`config.mk`:
```
export PLATFORM = sky130hd
export DESIGN_NAME = sort_unique_integers_top
export DESIGN_NICKNAME = d
export VERILOG_FILES = /design/src/sv/suint_pkg.sv /design/src/sv/sort_unique_integers_top.sv /design/src/sv/suint_ram.sv /design/src/sv/suint_ctrl.sv /design/src/sv/suint_datapath.sv
export SDC_FILE = /design/constraint.sdc
export NUM_CORES = 2
export LEC_CHECK = 0
export ABC_AREA = 1
export BUFFER_PORTS_ARGS = -buffer_cell sky130_fd_sc_hd__buf_4
export CORE_MARGIN = 2
export CORE_UTILIZATION = 40
export CTS_CLUSTER_SIZE = 40
export DETAILED_ROUTE_END_ITERATION = 16
export GPL_TIMING_DRIVEN = 1
export PLACE_DENSITY = 0.58
export SYNTH_ARGS = -nofsm -noshare
export SYNTH_HDL_FRONTEND = slang
export SYNTH_SLANG_ARGS = --single-unit
```
`constraint.sdc`:
```
create_clock -name aclk -period 15.3 [get_ports aclk]
set_input_delay 3.06 -clock aclk [delete_from_list [all_inputs] [get_ports aclk]]
set_output_delay 3.06 -clock aclk [all_outputs]
set_load 0.01 [all_outputs]
```
`src/sv/suint_pkg.sv`:
```
// Package with the shared constants, types and controller interface of the sort-unique block.
package suint_pkg;

    localparam int MAX_ITEMS = 64;
    localparam int DATA_W = 32;
    localparam int CNT_W = $clog2(MAX_ITEMS + 1);
    localparam int IDX_W = $clog2(MAX_ITEMS);
    localparam int OUT_TDATA_W = ((DATA_W + CNT_W + 7) / 8) * 8;

    typedef enum logic [2:0] {
        ST_IDLE,
        ST_SEEK,
        ST_SCAN,
        ST_DRAIN_RD,
        ST_DRAIN_CMP
    } suint_state_t;

    typedef struct packed {
        logic take;
        logic drop;
        logic seek_rd;
        logic shift;
        logic place;
        logic place_new;
        logic drain_rd;
        logic drain_skip;
        logic drain_emit;
        logic drain_end;
    } suint_cmd_t;

    typedef struct packed {
        logic full;
        logic item_last;
        logic idx_zero;
        logic idx_one;
        logic greater;
        logic equal;
        logic dup;
        logic k_last;
        logic out_free;
    } suint_status_t;

endpackage

```
`src/sv/sort_unique_integers_top.sv`:
```
// Top level of the sort-unique block: collects a set, sorts it and streams its distinct values.
// Each item is placed in sorted order on arrival, after every stored value greater than it
// is shifted up one place; an item that arrives while the set is full is dropped.
// Draining reads the store one entry at a time, skipping duplicates and waiting while the output
// holds an unaccepted result; input is refused from the last item until the last entry is drained.
// Reset (aresetn low at a clock edge) empties the set and clears the overflow flag and output valid.
module sort_unique_integers_top (
    input  logic                                aclk,
    input  logic                                aresetn,
    input  logic                                s_tvalid,
    output logic                                s_tready,
    input  logic [suint_pkg::DATA_W-1:0]         s_tdata,  // [31:0] value
    input  logic                                s_tlast,  // is_last
    output logic                                m_tvalid,
    input  logic                                m_tready,
    output logic [suint_pkg::OUT_TDATA_W-1:0]    m_tdata,  // [31:0] unique_value, [38:32] unique_count
    output logic                                m_tlast,  // last_unique
    output logic                                m_tuser   // [0] overflow
);
    import suint_pkg::*;

    suint_cmd_t    cmd;
    suint_status_t status;

    suint_ctrl u_ctrl (
        .aclk     (aclk),
        .aresetn  (aresetn),
        .s_tvalid (s_tvalid),
        .s_tlast  (s_tlast),
        .s_tready (s_tready),
        .status   (status),
        .cmd      (cmd)
    );

    suint_datapath u_datapath (
        .aclk     (aclk),
        .aresetn  (aresetn),
        .cmd      (cmd),
        .status   (status),
        .s_tdata  (s_tdata),
        .s_tlast  (s_tlast),
        .m_tvalid (m_tvalid),
        .m_tready (m_tready),
        .m_tdata  (m_tdata),
        .m_tlast  (m_tlast),
        .m_tuser  (m_tuser)
    );

endmodule

```
`src/sv/suint_ram.sv`:
```
// Generic single-write, single-read RAM with a registered read port.
module suint_ram #(
    parameter int WIDTH = 32,
    parameter int DEPTH = 64
) (
    input  logic                     aclk,
    input  logic                     wr_en,
    input  logic [$clog2(DEPTH)-1:0] wr_addr,
    input  logic [WIDTH-1:0]         wr_data,
    input  logic                     rd_en,
    input  logic [$clog2(DEPTH)-1:0] rd_addr,
    output logic [WIDTH-1:0]         rd_data
);

    logic [WIDTH-1:0] mem [DEPTH];

    always_ff @(posedge aclk) begin
        if (wr_en) begin
            mem[wr_addr] <= wr_data;
        end
        if (rd_en) begin
            rd_data <= mem[rd_addr];
        end
    end

endmodule

```
`src/sv/suint_ctrl.sv`:
```
// Controller state machine that sequences insertion, overflow handling and draining.
module suint_ctrl (
    input  logic                    aclk,
    input  logic                    aresetn,
    input  logic                    s_tvalid,
    input  logic                    s_tlast,
    output logic                    s_tready,
    input  suint_pkg::suint_status_t status,
    output suint_pkg::suint_cmd_t    cmd
);
    import suint_pkg::*;

    suint_state_t state_reg;
    suint_state_t state_next;

    always_ff @(posedge aclk) begin
        if (!aresetn) begin
            state_reg <= ST_IDLE;
        end else begin
            state_reg <= state_next;
        end
    end

    always_comb begin
        state_next = state_reg;
        cmd = '0;
        s_tready = 1'b0;
        case (state_reg)
            ST_IDLE: begin
                s_tready = 1'b1;
                if (s_tvalid) begin
                    cmd.take = 1'b1;
                    if (status.full) begin
                        cmd.drop = 1'b1;
                        state_next = s_tlast ? ST_DRAIN_RD : ST_IDLE;
                    end else begin
                        state_next = ST_SEEK;
                    end
                end
            end
            ST_SEEK: begin
                if (status.idx_zero) begin
                    cmd.place = 1'b1;
                    cmd.place_new = 1'b1;
                    state_next = status.item_last ? ST_DRAIN_RD : ST_IDLE;
                end else begin
                    cmd.seek_rd = 1'b1;
                    state_next = ST_SCAN;
                end
            end
            ST_SCAN: begin
                if (status.greater) begin
                    cmd.shift = 1'b1;
                    state_next = status.idx_one ? ST_SEEK : ST_SCAN;
                end else begin
                    cmd.place = 1'b1;
                    cmd.place_new = !status.equal;
                    state_next = status.item_last ? ST_DRAIN_RD : ST_IDLE;
                end
            end
            ST_DRAIN_RD: begin
                cmd.drain_rd = 1'b1;
                state_next = ST_DRAIN_CMP;
            end
            ST_DRAIN_CMP: begin
                if (status.dup || status.out_free) begin
                    cmd.drain_skip = status.dup;
                    cmd.drain_emit = !status.dup;
                    if (status.k_last) begin
                        cmd.drain_end = 1'b1;
                        state_next = ST_IDLE;
                    end else begin
                        state_next = ST_DRAIN_RD;
                    end
                end
            end
            default: begin
                state_next = ST_IDLE;
            end
        endcase
    end

endmodule

```
`src/sv/suint_datapath.sv`:
```
// Datapath with the value store, insertion shifter, counters and output register.
module suint_datapath (
    input  logic                                   aclk,
    input  logic                                   aresetn,
    input  suint_pkg::suint_cmd_t                   cmd,
    output suint_pkg::suint_status_t                status,
    input  logic [suint_pkg::DATA_W-1:0]            s_tdata,
    input  logic                                   s_tlast,
    output logic                                   m_tvalid,
    input  logic                                   m_tready,
    output logic [suint_pkg::OUT_TDATA_W-1:0]       m_tdata,
    output logic                                   m_tlast,
    output logic                                   m_tuser
);
    import suint_pkg::*;

    logic [DATA_W-1:0] item_reg;
    logic              item_last_reg;
    logic [IDX_W-1:0]  idx_reg;
    logic [CNT_W-1:0]  fill_reg;
    logic [CNT_W-1:0]  uniq_reg;
    logic              drop_reg;
    logic [IDX_W-1:0]  k_reg;
    logic [IDX_W-1:0]  emit_reg;
    logic [DATA_W-1:0] prev_reg;

    logic              out_valid_reg;
    logic [DATA_W-1:0] out_value_reg;
    logic [CNT_W-1:0]  out_count_reg;
    logic              out_last_reg;
    logic              out_ovf_reg;

    logic              ram_we;
    logic [IDX_W-1:0]  ram_waddr;
    logic [DATA_W-1:0] ram_wdata;
    logic              ram_re;
    logic [IDX_W-1:0]  ram_raddr;
    logic [DATA_W-1:0] ram_rdata;

    suint_ram #(
        .WIDTH(DATA_W),
        .DEPTH(MAX_ITEMS)
    ) u_store (
        .aclk    (aclk),
        .wr_en   (ram_we),
        .wr_addr (ram_waddr),
        .wr_data (ram_wdata),
        .rd_en   (ram_re),
        .rd_addr (ram_raddr),
        .rd_data (ram_rdata)
    );

    always_comb begin
        ram_we    = cmd.place || cmd.shift;
        ram_waddr = idx_reg;
        ram_wdata = cmd.shift ? ram_rdata : item_reg;
        ram_re    = cmd.seek_rd || cmd.drain_rd || (cmd.shift && !status.idx_one);
        if (cmd.drain_rd) begin
            ram_raddr = k_reg;
        end else if (cmd.shift) begin
            ram_raddr = idx_reg - IDX_W'(2);
        end else begin
            ram_raddr = idx_reg - IDX_W'(1);
        end
    end

    always_comb begin
        status.full      = (fill_reg == CNT_W'(MAX_ITEMS));
        status.item_last = item_last_reg;
        status.idx_zero  = (idx_reg == '0);
        status.idx_one   = (idx_reg == IDX_W'(1));
        status.greater   = ($signed(ram_rdata) > $signed(item_reg));
        status.equal     = (ram_rdata == item_reg);
        status.dup       = (k_reg != '0) && (ram_rdata == prev_reg);
        status.k_last    = ((CNT_W'(k_reg) + CNT_W'(1)) == fill_reg);
        status.out_free  = !out_valid_reg || m_tready;
    end

    always_ff @(posedge aclk) begin
        if (cmd.take) begin
            item_reg      <= s_tdata;
            item_last_reg <= s_tlast;
            idx_reg       <= fill_reg[IDX_W-1:0];
        end else if (cmd.shift) begin
            idx_reg <= idx_reg - IDX_W'(1);
        end
        if (cmd.drain_emit) begin
            prev_reg <= ram_rdata;
        end
    end

    always_ff @(posedge aclk) begin
        if (!aresetn) begin
            fill_reg <= '0;
            uniq_reg <= '0;
            drop_reg <= 1'b0;
            k_reg    <= '0;
            emit_reg <= '0;
        end else begin
            if (cmd.drain_end) begin
                fill_reg <= '0;
                uniq_reg <= '0;
                drop_reg <= 1'b0;
                k_reg    <= '0;
                emit_reg <= '0;
            end else begin
                if (cmd.place) begin
                    fill_reg <= fill_reg + CNT_W'(1);
                    uniq_reg <= uniq_reg + CNT_W'(cmd.place_new);
                end
                if (cmd.drop) begin
                    drop_reg <= 1'b1;
                end
                if (cmd.drain_skip || cmd.drain_emit) begin
                    k_reg <= k_reg + IDX_W'(1);
                end
                if (cmd.drain_emit) begin
                    emit_reg <= emit_reg + IDX_W'(1);
                end
            end
        end
    end

    always_ff @(posedge aclk) begin
        if (!aresetn) begin
            out_valid_reg <= 1'b0;
        end else if (cmd.drain_emit) begin
            out_valid_reg <= 1'b1;
        end else if (m_tready) begin
            out_valid_reg <= 1'b0;
        end
    end

    always_ff @(posedge aclk) begin
        if (cmd.drain_emit) begin
            out_value_reg <= ram_rdata;
            out_count_reg <= uniq_reg;
            out_last_reg  <= ((CNT_W'(emit_reg) + CNT_W'(1)) == uniq_reg);
            out_ovf_reg   <= drop_reg;
        end
    end

    assign m_tvalid = out_valid_reg;
    assign m_tdata  = {{(OUT_TDATA_W - DATA_W - CNT_W){1'b0}}, out_count_reg, out_value_reg};
    assign m_tlast  = out_last_reg;
    assign m_tuser  = out_ovf_reg;

endmodule
```
After elaboration in Yosys (flattened, before gate mapping)
Memory sizes are Yosys's and may differ from the RTL's. A register that Yosys moved wholly into a read port is not among the register bits. Index checks and enable logic that the tools add are counted.

Output and inout bits: 44. Memories kept: 1. Latch bits: 0. Word-level logic and storage cells: 90. Bits in registers: 111. ROM bits: 0. Memory bits (writable): 2048. Bits of input ports: 37.

Memory list: u_datapath.u_store.mem (words 64, bits a word 32, read ports 1, clocked after memory_dff 1, wr ports 1, RTL line suint_ram.sv:15) `logic [WIDTH-1:0] mem [DEPTH];`.

Multipliers: 0. Equality and inequality tests: 12. Add/sub/neg operators: 8. Magnitude comparators: 1. Multiplexer cells: 34. Shifts and indexed selects: 0. Divide/modulo/power cells: 0. Bitwise operators: 1. Reductions and logical operators: 19.

Operators with widths (number): == test 32 bit (2); greater-than comparator 32 bit (1); two-way mux 32 bit (1); two-way mux 6 bit (4); two-way mux 3 bit (7); two-way mux 2 bit (8); one-hot mux 3 bit (5 select lines) (1); adder 6 x 1 -> 7 bit (second input constant) (2); == test 7 bit (2); adder 6 x 1 -> 6 bit (second input constant) (2); two-way mux 1 bit (12); adder 7 x 1 -> 7 bit (1); adder 7 x 1 -> 7 bit (second input constant) (1); == test 7 bit (second input constant) (1); == test 3 x 2 -> 1 bit (second input constant) (2); == test 6 x 1 -> 1 bit (second input constant) (1); logical NOT 6 bit (1); logical OR 1 bit (6); nonzero test 6 bit (1); subtractor 6 x 1 -> 6 bit (second input constant) (1); subtractor 6 x 2 -> 6 bit (second input constant) (1); logical NOT 1 bit (4); one-hot mux 2 bit (2 select lines) (1); nonzero test 2 bit (2); 9 further kinds (10).

Depth between registers and ports, before layout
Depth after elaboration: 7. Gate-level depth with buffers: 28. Gate-level depth less buffers: 26.

Cells and area by module
Synthesis repeated with hierarchy kept, for this count alone.

Cell total of the unflattened synthesis: 7478. Area total of the unflattened synthesis: 89245.6 um^2.

By module, submodules not included: suint_ram (area an instance 83058.4 um^2, seq. area each 62459.9 um^2, instances 1, cells an instance 6769); suint_datapath (area an instance 5851.9 um^2, seq. area each 2962.8 um^2, instances 1, cells an instance 642); suint_ctrl (area an instance 335.3 um^2, seq. area each 60.1 um^2, instances 1, cells an instance 67).

Worst setup path after synthesis
Ideal clock, no wire load.

Path kind: register to register. From: register u_datapath.u_store.rd_data[31], read port of u_datapath.u_store.mem. To: memory u_datapath.u_store.mem[0][31], data pin. Path buffers: 2. Path slack: 9919 ps. Arrival: 4679 ps. Library setup time: 702 ps. Cell stages (with the launch flop): 14. Required time: 14598 ps. Period minus slack after synthesis: 5381 ps. Cell sequence: edfxtp_1 > ha_1 > nand2_1 > nor2_1 > nand2_1 > nor4_2 > nand2_1 > nand2_1 > nand2_2 > nand3_4 > buf_4 > clkinv_1 > clkbuf_1 > o21ai_0.

Cells in the longest elaborated chain, start to end: 4.

RTL lines: start, declared (RTL line suint_ram.sv:12) `output logic [WIDTH-1:0] rd_data`; greater-than comparator 32 bit (RTL line suint_datapath.sv:72) `status.greater = ($signed(ram_rdata) > $signed(item_reg));`; two-way mux 1 bit (RTL line suint_ctrl.sv:52) `if (status.greater) begin`; two-way mux 1 bit (RTL line suint_ctrl.sv:28) `case (state_reg)`; two-way mux 32 bit * (RTL line suint_datapath.sv:56) `ram_wdata = cmd.shift ? ram_rdata : item_reg;`; via u_datapath.ram_wdata[31] (RTL line suint_datapath.sv:35) `logic [DATA_W-1:0] ram_wdata;`; end, declared (RTL line suint_ram.sv:15).

The timed path passes the listed nets; every way through them passes the cells marked *.

Final worst setup path
From: register u_datapath.u_store.rd_data[27], read port of u_datapath.u_store.mem. To: register u_datapath.u_store.rd_data[26], read port of u_datapath.u_store.mem, data pin.

Cells in the longest elaborated chain, start to end: 5. Elaborated cells between the ends (all ways): 7. Classes of those cells: order compare: 1; mux: 4; reduce/logical: 2.

RTL lines (RTL line): greater-than comparator 32 bit * (suint_datapath.sv:72); two-way mux 1 bit * (suint_ctrl.sv:52); two-way mux 1 bit * (suint_ctrl.sv:28); two-way mux 6 bit / logical AND 1 bit (equally long branches) (suint_datapath.sv:60, suint_datapath.sv:57); two-way mux 6 bit / logical OR 1 bit (equally long branches) (suint_datapath.sv:58, suint_datapath.sv:57).

Mark *: on every way between the ends. The rest lies on a longest branch, timed or not. A chain may end at the register's enable or synchronous reset.

==> insert_results.sql <==
INSERT INTO impl_metrics (metric_group, metric, value, unit) VALUES
('layout', 'net_count_of_the_finished_layout', '9410', ''),
('setup_path', 'worstSetupStartpointType', 'flip-flop', ''),
('timing', 'timing.final.crit_share', '0.456', ''),
('floorplan', 'floorplan.rows', '180', ''),
('route', 'ant_nets', '0', ''),
('power_and_ir_drop', 'power_density', '187', 'mW/mm^2'),
('global_routing', 'vias_in_the_first_global_route', '62249', ''),
('clock_network', 'tritoncts_clock_tree', 'built', ''),
('logic_synthesis', 'syn_nets', '9410', ''),
('layout', 'largest_register_ff_count', '2048', ''),
('logic_synthesis', 'synth_seq_cells', '2191', ''),
('route', 'first_pass_drt_iterations', '6', ''),
('floorplan', 'fp.dieW', '495', 'um'),
('clock_network', 'clock_tree.htree_level_count', '4', ''),
('setup_path', 'timing.critical_path.slowest_cell_delay', '900', 'ps'),
('global_routing', 'antenna_found_initial', '5', ''),
('placement', 'routabilityCongestion', '0.856', ''),
('logic_synthesis', 'yosys_warnings', '0', ''),
('placement', 'postPlaceCellArea', '0.101', 'mm^2'),
('logic_synthesis', 'post_synth_inst_count', '9327', ''),
('power_and_ir_drop', 'p_leak', '45.1', 'nW'),
('clock_network', 'cts.reportedPaths.clkPinSlew', '60', 'ps'),
('layout', 'drive_above_1_share', '0.0700', ''),
('global_routing', 'grt_overflow_total', '0', ''),
('floorplan', 'io_pins', '81', ''),
('setup_path', 'worstPathCellList', 'ha_1 -> a21oi_1 -> o21ai_0 -> nand2_1 -> nand2_1 -> a21oi_1 -> nand2_1 -> nand2_2 -> nand3_4 -> nand2_2 -> nand3_4 -> nand2_8 -> buf_4 -> buf_4 -> buf_4 -> nand2_1 -> nand3_1 -> nand3_1 -> nand3_1 -> nand3_1 -> nand3_1 -> nand2_1', ''),
('logic_synthesis', 'synthDominantAreaCellType', 'sky130_fd_sc_hd__edfxtp_1', ''),
('clock_network', 'number_of_clock_sinks', '2191', ''),
('logic_synthesis', 'ys_seq_area_frac', '0.680', ''),
('timing', 'slew_headroom', '0.215', ''),
('global_routing', 'gr-usage-all-layers', '0.224', ''),
('clock_network', 'post_cts.repair.setup_buffers', '0', ''),
('logic_synthesis', 'synth.avg_cell_area', '10.3', 'um^2'),
('route', 'drc', '0', ''),
('timing', 'period_needed', '6980', 'ps'),
('clock_network', 'cts_root_buffer', 'sky130_fd_sc_hd__clkbuf_16', ''),
('global_routing', 'grt_first_pass_wirelength', '412', 'mm'),
('setup_path', 'crit_path_max_fanout', '115', ''),
('layout', 'finish.instance_area', '0.108', 'mm^2'),
('clock_network', 'post_cts.resized_instances', '0', ''),
('timing', 'final-hold-violation-count', '0', ''),
('setup_path', 'worst-setup-path-type', 'flip-flop to flip-flop', ''),
('timing', 'worst_clock_skew', '31.0', 'ps'),
('route', 'vias_per_cell', '5.16', ''),
('run', 'max-cap-violations', '0', ''),
('min_path', 'hold_class', 'flip-flop to flip-flop', ''),
('timing', 'timing_max_transition_violations_final', '0', ''),
('timing', 'achievable-frequency', '143', 'MHz'),
('placement', 'port_buffers', '79', ''),
('logic_synthesis', 'yosys-top-cells-area', 'sky130_fd_sc_hd__edfxtp_1, sky130_fd_sc_hd__nand3_1, sky130_fd_sc_hd__nand2_1', ''),
('timing', 'finalSetupTns', '0', 'ps'),
('placement', 'dp_hpwl', '147', 'mm'),
('logic_synthesis', 'mappedNetlistArea', '0.0963', 'mm^2'),
('floorplan', 'die-area', '0.245', 'mm^2'),
('clock_network', 'cts_hold_buf', '0', ''),
('setup_path', 'timing.critical_path.buf_inv', '3', ''),
('clock_network', 'clock_insertion_delay_worst_skew', '870', 'ps'),
('route', 'avgRoutedWirePerCell', '21.9', 'um'),
('setup_path', 'critical_path.slowest_cell', 'sky130_fd_sc_hd__buf_4', ''),
('route', 'detailedRoute.firstIterationViolations', '7584', ''),
('timing', 'grt_setup_unrepaired', 'no', ''),
('setup_path', 'critical_path_capture_point_type', 'flip-flop', ''),
('power_and_ir_drop', 'irDropWorstVdd', '202', 'uV'),
('route', 'totalWireLength', '278', 'mm'),
('layout', 'area_growth', '11.9', '%'),
('timing', 'final-setup-viol-count', '0', ''),
('logic_synthesis', 'yosysUniqueCellTypes', '43', ''),
('timing', 'tightestPinTransition', '1170', 'ps'),
('run_status', 'status', 'finished clean', ''),
('clock_network', 'clockBufferDepth', '3', ''),
('route', 'num_vias', '65543', '');
## final timing paths
check,from,endpoint,slack (ps)
max,u_datapath.u_store.rd_data[27],u_datapath.u_store.rd_data[26],8320
min,u_datapath.drop_reg,u_datapath.m_tuser,460
max reg2reg,u_datapath.u_store.rd_data[27],u_datapath.u_store.rd_data[26],8320
min reg2reg,u_datapath.drop_reg,u_datapath.m_tuser,460
## cells in the final DEF (no fill, tap or decap), types with 36 or more instances in the layout
master                      synthesis  routed
sky130_fd_sc_hd__nand2_1         2293    2291
sky130_fd_sc_hd__edfxtp_1        2160    2160
sky130_fd_sc_hd__nand3_1         2020    2019
sky130_fd_sc_hd__inv_1           1983    1981
sky130_fd_sc_hd__buf_4             24     228
sky130_fd_sc_hd__clkbuf_16          0     226
sky130_fd_sc_hd__clkinv_1           3      65
sky130_fd_sc_hd__nor2_4             0      64
sky130_fd_sc_hd__clkbuf_1          65      51
sky130_fd_sc_hd__a21oi_1           49      48
sky130_fd_sc_hd__ha_1              46      46
sky130_fd_sc_hd__nor2_1           107      43
sky130_fd_sc_hd__clkinv_2           0      39
sky130_fd_sc_hd__o21ai_4            1      36
## per-layer routing
layer / track usage / part of all wire / up-vias
li1: - / - / 30269
met1: 0.317 / 0.43 / 31985
met2: 0.359 / 0.46 / 2847
met3: 0.0335 / 0.085 / 442
met4: 0.0664 / 0.027 / 0
met5: 0 / 0 / -
## where the power goes
part           internal, mW  switching [mW]  total (mW)
combinational          1.89            5.83        7.71
clock                  2.93            2.31        5.24
sequential             7.11           0.114        7.22
## logic make-up (layout without fill, tap and decap cells)
logic type / Yosys count / in the layout / share of synthesized area
XOR/XNOR: 41 / 41 / 0.00373
buffers and inverters: 2454 / 2640 / 0.102
AO/OA/AOI/OAI: 127 / 127 / 0.00721
adder cells (fa/ha/maj): 46 / 46 / 0.00597
AND/OR/NAND/NOR: 4467 / 4467 / 0.202
flip-flops: 2191 / 2191 / 0.680
other: 1 / 5 / 0.0000389
## synthesized netlist by cell type, drive strengths merged
| master | number |
|---|---|
| buf | 399 |
| clkinv | 3 |
| nand4 | 13 |
| o22ai | 2 |
| xor2 | 19 |
| a21oi | 51 |
| clkbuf | 65 |
| and2 | 1 |
| ha | 46 |
| o21a | 2 |
| o31ai | 1 |
| nor2 | 107 |
| or2 | 5 |
| a31oi | 1 |
| a21o | 1 |
| a2111oi | 1 |
| o211ai | 3 |
| edfxtp | 2160 |
| a31o | 2 |
| o21ai | 62 |
| nor3 | 15 |
| conb | 1 |
| nand3 | 2023 |
| dfxtp | 31 |
| nand3b | 1 |
| inv | 1987 |
| nor4 | 5 |
| a32oi | 1 |
| xnor2 | 22 |
| nand2 | 2297 |
## area by class of cell
class,count,area [um^2]
well taps,3185,3990
clock inverters,129,1020
clock buffers,280,5890
inverters,1990,7490
repair buffers,241,1970
multi-input cells,4682,22000
diodes,4,10.0
fillers,22315,132000
flip-flops and latches,2191,65500
## metrics by stage
| step | power, mW | cells | utilization | hold WS, ps | worst slack, ps |
|---|---|---|---|---|---|
| 2_1_floorplan | 12.1 | 9327 | - | 409 | 9920 |
| 3_3_place_gp | 14.9 | 12289 | 0.420 | 447 | 8470 |
| 3_5_place_dp | 15.0 | 12289 | 0.420 | 442 | 8440 |
| 4_1_cts | 20.2 | 12698 | 0.449 | 456 | 8430 |
| 5_1_grt | 21.1 | 12699 | 0.449 | 488 | 7920 |
| 6_report | 20.2 | 12702 | 0.449 | 464 | 8320 |
No activity file was read; power rests on OpenSTA's default activity.
